**src/rtl/core/lru_tracker_with_pinning_assert.svh**
```systemverilog
// Assertion macros used by the recency tracker RTL.
`ifndef LRU_TRACKER_WITH_PINNING_ASSERT_SVH
`define LRU_TRACKER_WITH_PINNING_ASSERT_SVH

// The consequent must hold in the same cycle as the antecedent.
`define LRUT_ASSERT_NOW(lbl, ante, cons) \
	lbl: assert property (@(posedge clk) disable iff (!arst_n) (ante) |-> (cons)) \
		else $error("lru tracker assertion failed");

// The consequent must hold in the cycle after the antecedent.
`define LRUT_ASSERT_NEXT(lbl, ante, cons) \
	lbl: assert property (@(posedge clk) disable iff (!arst_n) (ante) |=> (cons)) \
		else $error("lru tracker assertion failed");

`endif

```
**src/rtl/core/lrut_pkg.sv**
```systemverilog
// Package with sizes, operation codes, status codes and shared types of the recency tracker.
package lrut_pkg;

	localparam int CAPACITY     = 64;
	localparam int PIN_CAPACITY = 64;
	localparam int AGE_W        = (CAPACITY > 1) ? $clog2(CAPACITY) : 1;
	localparam int CNT_W        = $clog2(CAPACITY + 1);
	localparam int KEY_W        = 32;
	localparam int OP_W         = 3;
	localparam int STATUS_W     = 2;
	localparam int COUNT_W      = 7;

	localparam logic [OP_W-1:0] OP_INSERT = 3'd0;
	localparam logic [OP_W-1:0] OP_REMOVE = 3'd1;
	localparam logic [OP_W-1:0] OP_TOUCH  = 3'd2;
	localparam logic [OP_W-1:0] OP_PIN    = 3'd3;
	localparam logic [OP_W-1:0] OP_UNPIN  = 3'd4;
	localparam logic [OP_W-1:0] OP_CLEAR  = 3'd5;

	localparam logic [STATUS_W-1:0] ST_OK       = 2'd0;
	localparam logic [STATUS_W-1:0] ST_FULL     = 2'd1;
	localparam logic [STATUS_W-1:0] ST_PIN_FULL = 2'd2;

	// Commands from the controller to the datapath.
	typedef struct packed {
		logic load;
		logic match;
		logic update;
		logic report;
	} lrut_cmd_t;

endpackage

```
**src/rtl/core/lrut_ctrl.sv**
```systemverilog
// Controller state machine of the recency tracker.
module lrut_ctrl import lrut_pkg::*; (
	input  logic      clk,
	input  logic      arst_n,
	input  logic      req_valid,
	output logic      req_ready,
	output logic      rsp_valid,
	input  logic      rsp_ready,
	output lrut_cmd_t cmd
);

	typedef enum logic [3:0] {
		S_IDLE   = 4'b0001,
		S_MATCH  = 4'b0010,
		S_UPDATE = 4'b0100,
		S_REPORT = 4'b1000
	} state_t;

	state_t state_q;
	logic   rsp_valid_q;
	logic   report_go;

	assign report_go = (state_q == S_REPORT) && (!rsp_valid_q || rsp_ready);
	assign req_ready = (state_q == S_IDLE);

	always_comb begin
		cmd.load   = req_ready && req_valid;
		cmd.match  = (state_q == S_MATCH);
		cmd.update = (state_q == S_UPDATE);
		cmd.report = report_go;
	end

	always_ff @(posedge clk or negedge arst_n) begin
		if (!arst_n) begin
			state_q     <= S_IDLE;
			rsp_valid_q <= 1'b0;
		end else begin
			if (report_go)
				rsp_valid_q <= 1'b1;
			else if (rsp_ready)
				rsp_valid_q <= 1'b0;
			unique case (state_q)
				S_IDLE:   if (req_valid) state_q <= S_MATCH;
				S_MATCH:  state_q <= S_UPDATE;
				S_UPDATE: state_q <= S_REPORT;
				S_REPORT: if (report_go) state_q <= S_IDLE;
				default:  state_q <= S_IDLE;
			endcase
		end
	end

	assign rsp_valid = rsp_valid_q;

endmodule

```
**config.mk**
```make
export PLATFORM = sky130hd
export DESIGN_NAME = lrut_ctrl
export DESIGN_NICKNAME = d
export VERILOG_FILES = /design/src/rtl/core/lru_tracker_with_pinning_assert.svh /design/src/rtl/core/lrut_pkg.sv /design/src/rtl/core/lrut_ctrl.sv
export SDC_FILE = /design/constraint.sdc
export NUM_CORES = 1
export LEC_CHECK = 0
export BUFFER_PORTS_ARGS = -buffer_cell sky130_fd_sc_hd__buf_2
export CELL_PAD_IN_SITES_DETAIL_PLACEMENT = 2
export CELL_PAD_IN_SITES_GLOBAL_PLACEMENT = 2
export CORE_AREA = 2 2 39 41
export CTS_CLUSTER_DIAMETER = 30
export DETAILED_ROUTE_END_ITERATION = 6
export DIE_AREA = 0 0 41 43
export PLACE_DENSITY_LB_ADDON = 0.1
export SYNTH_ARGS = -nofsm -noshare
export SYNTH_HDL_FRONTEND = slang
export SYNTH_SLANG_ARGS = --single-unit
```
**constraint.sdc**
```tcl
create_clock -name clk -period 1.51 [get_ports clk]
set_input_delay 0.0755 -clock clk [delete_from_list [all_inputs] [get_ports clk]]
set_output_delay 0.0755 -clock clk [all_outputs]
set_load 0.01 [all_outputs]
```
; ---- After elaboration in Yosys (flattened, before gate mapping)
; Cells that the tools add are included.
; Widths: inputs -> output; s select.
[op_classes]
add_sub_neg = 0
n_mul = 0
div_mod_pow = 0
n_lt_le_gt_ge = 0
eq_ne = 6
n_shift = 0
muxes = 5
n_bitwise = 0
n_reduce_logical = 6
[ops]
columns = cell, n
row1 = $pmux 4 s4, 1
row2 = $mux 4, 2
row3 = $eq 4x1->1 const B, 1
row4 = $eq 4x2->1 const B, 1
row5 = $eq 4x3->1 const B, 1
row6 = $eq 4x4->1 const B, 1
row7 = $ne 2x2->1 const B, 2
row8 = $logic_and 1x1->1, 2
row9 = $mux 1, 2
row10 = $reduce_and 2->1, 1
row11 = $reduce_bool 2->1, 1
row12 = $logic_not 1->1, 1
row13 = $logic_or 1x1->1, 1
[totals]
regBits = 5
latchBits = 0
ramBits = 0
romBits = 0
input_bits = 4
output_inout_bits = 6
wordCells = 19
n_memories = 0

; ---- Logic depth before layout (Yosys ltp)
[logic_depth]
word_depth = 5
depth_mapped = 3
mapped_depth_nobuf = 3

; ---- Least setup slack after synthesis
; OpenSTA, ideal clock, no wires.
[synth_timing]
kind = reg2out
start = register state_q[0]
end = output port cmd[3] (netlist name)
arrival_ps = 1341
t_required_ps = 1434
path_slack_ps = 93
path_stages_with_launch = 3
path_buffers = 0
path_cell_list = dfstp_2 -> nor4b_1 -> and2_1
[synth_rtl]
columns = item, line
row1 = start: declaration, lrut_ctrl.sv:19  ; state_t state_q;
row2 = start signal: assignment, lrut_ctrl.sv:35  ; state_q <= S_IDLE;
row3 = start signal: assignment, lrut_ctrl.sv:43  ; S_IDLE: if (req_valid) state_q <= S_MATCH;
row4 = start signal: assignment, lrut_ctrl.sv:44  ; S_MATCH: state_q <= S_UPDATE;
row5 = end: declaration, lrut_ctrl.sv:9  ; output lrut_cmd_t cmd

==> impl_metrics.yaml <==
timing:
  hold_viol_final: 0
  timing.slew.headroom_pct: 82.5
  post-route-min-period_ns: 1.50
  fin_skew_ns: 0.00573
  setup_viol_count_final: 0
  setup_repair_after_global_routing_missed_its_margin: "yes"
  fin_hold_ws_ns: 0.0848
  setup_ws_ns: 0.0119
  max_clock_freq_mhz: 668
  final_max_slew_viol_count: 0
  worstMarginPinSlew_ns: 0.262
  period_utilization_pct: 99.2
layout:
  synthToLayoutAreaGrowth_pct: 55.6
  design_area_sq_um: 417
  layout_common_cells: "8 x buf_2, 3 x clkbuf_4, 3 x buf_4, 3 x dfrtp_2"
  final-instance-count-excl-fill: 57
  design.final.nets: 46
  mostFrequentLayoutCell: "buf_2"
  final_core_util_pct: 30.1
  drive_above_1_share_pct: 53.7
  num_antenna_cells: 0
clock_network:
  tritoncts: "done"
  insertion_delay_ns: 0.24
  clk_transition_reported_paths_ns: 0.04
  cts_max_level: 1
  tritoncts.num_buffers: 3
  tritoncts_num_sinks: 5
  maximum_count_of_clock_buffers_along_a_single_path: 2
  clk_tree_root_cell: "clkbuf_4"
detailed_routing:
  post_route_antenna_net_violation_count: 0
  first_iter_violations: 3
  routed_wirelength_microns: 729
  detail_route.drc_violations: 0
  vias: 251
  wl_per_cell_microns: 12.8
  drtPass1Iterations: 2
  detail_route.vias_per_cell: 4.40
floorplanning:
  num_rows: 14
  core-area_sq_um: 1380
  pin_count: 10
  initial_utilization_pct: 19.3
  die_width_microns: 41
  die-height_microns: 43
  die-area_sq_um: 1760
global_routing:
  grt.met3_usage_pct: 6.28
  globalRouteTotalUtil_pct: 9.87
  grt_pass1_vias: 272
  antenna_found_initial: 0
  grt_util_met1_pct: 12.0
  global_route.overflow_total: 0
  first_pass_grt_wire_length_microns: 1160
  globalRouteMet2Util_pct: 15.3
  largest_net_degree_at_the_start_of_global_routing: 8
  grt_most_used_layer: "met2"
power:
  cellPowerDensity_nw_per_um2: 1540
  static-leakage-power_nw: 0.193
  vdd_drop_max_v: 0.000753
placed_design:
  dp_hpwl_microns: 503
  finalWeightedCongestion: 0.669
  placement.io_buffers: 9
  dpl.cell_count: 49
  dpl_cell_area_sq_um: 325
  dp_slack_ns: 0.159
job:
  drv.max_cap_violation_count: 0
run_status:
  run_status: "finished, final reports clean"
synth:
  synth_top_family_by_area: "simple AND/OR/NAND/NOR gates"
  post_synth_main_area_contributors: "dfrtp_1 37%, dfstp_2 9.8%, nor3b_1 5.6%"
  yosysSeqAreaShare_pct: 47.2
  synth.cell_area_sq_um: 268
  netlist_instances: 25
  synth_area_per_cell_sq_um: 10.7
  synth_largest_type_area_fraction_pct: 37.4
  net_count_after_synthesis: 29
  ys_warn_count: 0
  synth.area.mux_share_pct: 0
  synth_xor_xnor_area_share_pct: 0
  synthSimpleGateAreaFrac_pct: 39.3
  post_synthesis_sequential_element_count: 5
  post-synth-top-area-cell: "dfrtp_1"
  synth_fa_ha_area_share_pct: 0
  share_of_the_synthesized_area_in_compound_gates_ao_oa_aoi_oai_pct: 10.7
  synth.distinct_cells: 19
setup_path:
  worst_setup_path_start_kind: "flop"
  critPathKind: "flop to primary output"
  worstSetupEndpointType: "primary output"
  worstPathArrival_ns: 1.42
  critPathMaxFanout: 3
  required_ns: 1.43
  worst-r2r-cell-count: 3
min_path:
  worst_hold_path_type: "input pin to flop"
  hold-path-cell-count: 2
-- state kept, by name, summed over array words and instances (netlist names) --
| register | cells |
|---|---|
| state_q | 4 |
| rsp_valid | 1 |
-- worst max-delay path: stages (launching register included) --
cell     delay (ns)
dfrtp_2        0.43
or4b_4         0.56
nor2_4         0.10
buf_6          0.10
-- layout make-up --
| class | count | area, sq um |
|---|---|---|
| sequential | 5 | 130 |
| clock buffer | 4 | 26.3 |
| tap | 16 | 20.0 |
| timing repair buffer | 13 | 83.8 |
| multi-input combinational | 19 | 156 |
| fill | 161 | 967 |
-- cells by family after synthesis --
group / after synthesis
and+or+nand+nor: 15
AOI/OAI and AO/OA: 4
DFF: 5
buffers and inverters: 1
-- power breakdown --
part | internal [W] | total [W] | switching (W)
clock | 0.0000996 | 0.000151 | 0.0000512
sequential | 0.000182 | 0.000230 | 0.0000485
combinational | 0.000145 | 0.000259 | 0.000115
total | 0.000426 | 0.000641 | 0.000214
-- cells in the mapped netlist, drive strengths merged --
cell type  n
nor2       1
nor2b      2
and2       2
dfstp      1
nand3b     1
buf        1
and3b      1
o21ai      1
nand2      1
a211oi     1
nor3       1
nor4b      1
nor3b      2
or4b       1
o31ai      1
o22a       1
dfrtp      4
nand2b     1
or2b       1
-- final timing paths --
check / to / slack (ns) / start
min: state_q[1] / 0.08 / req_valid
max: cmd[0] / 0.01 / state_q[2]
max in group asynchronous: state_q[0] / 1.12 / arst_n
min reg2reg: rsp_valid / 0.54 / rsp_valid
min in group asynchronous: rsp_valid / 0.17 / arst_n
max reg2reg: state_q[0] / 0.09 / state_q[2]
-- metrics by stage --
step / power [W] / setup TNS, ns
final: 0.000641 / 0
after global routing: 0.000691 / -0.0437
after CTS: 0.000600 / -0.156
after detailed placement: 0.000424 / 0
after global placement: 0.000424 / 0
after floorplan: 0.000343 / 0
-- layer usage --
metal | up-vias | share of wire, %
met5 | - | 0
met4 | 0 | 0
met3 | 0 | 5.5
met2 | 7 | 53
met1 | 121 | 42
li1 | 123 | -
-- timing repair --
action | in CTS | in global routing
setup buffers | 1 | 2
resized for setup | 1 | 7
setup endpoints to repair | 2 | 3
hold buffers | 1 | 0
pin swaps | 0 | 1
hold endpoints to repair | 5 | 0
(Power assumes the default switching activity.)
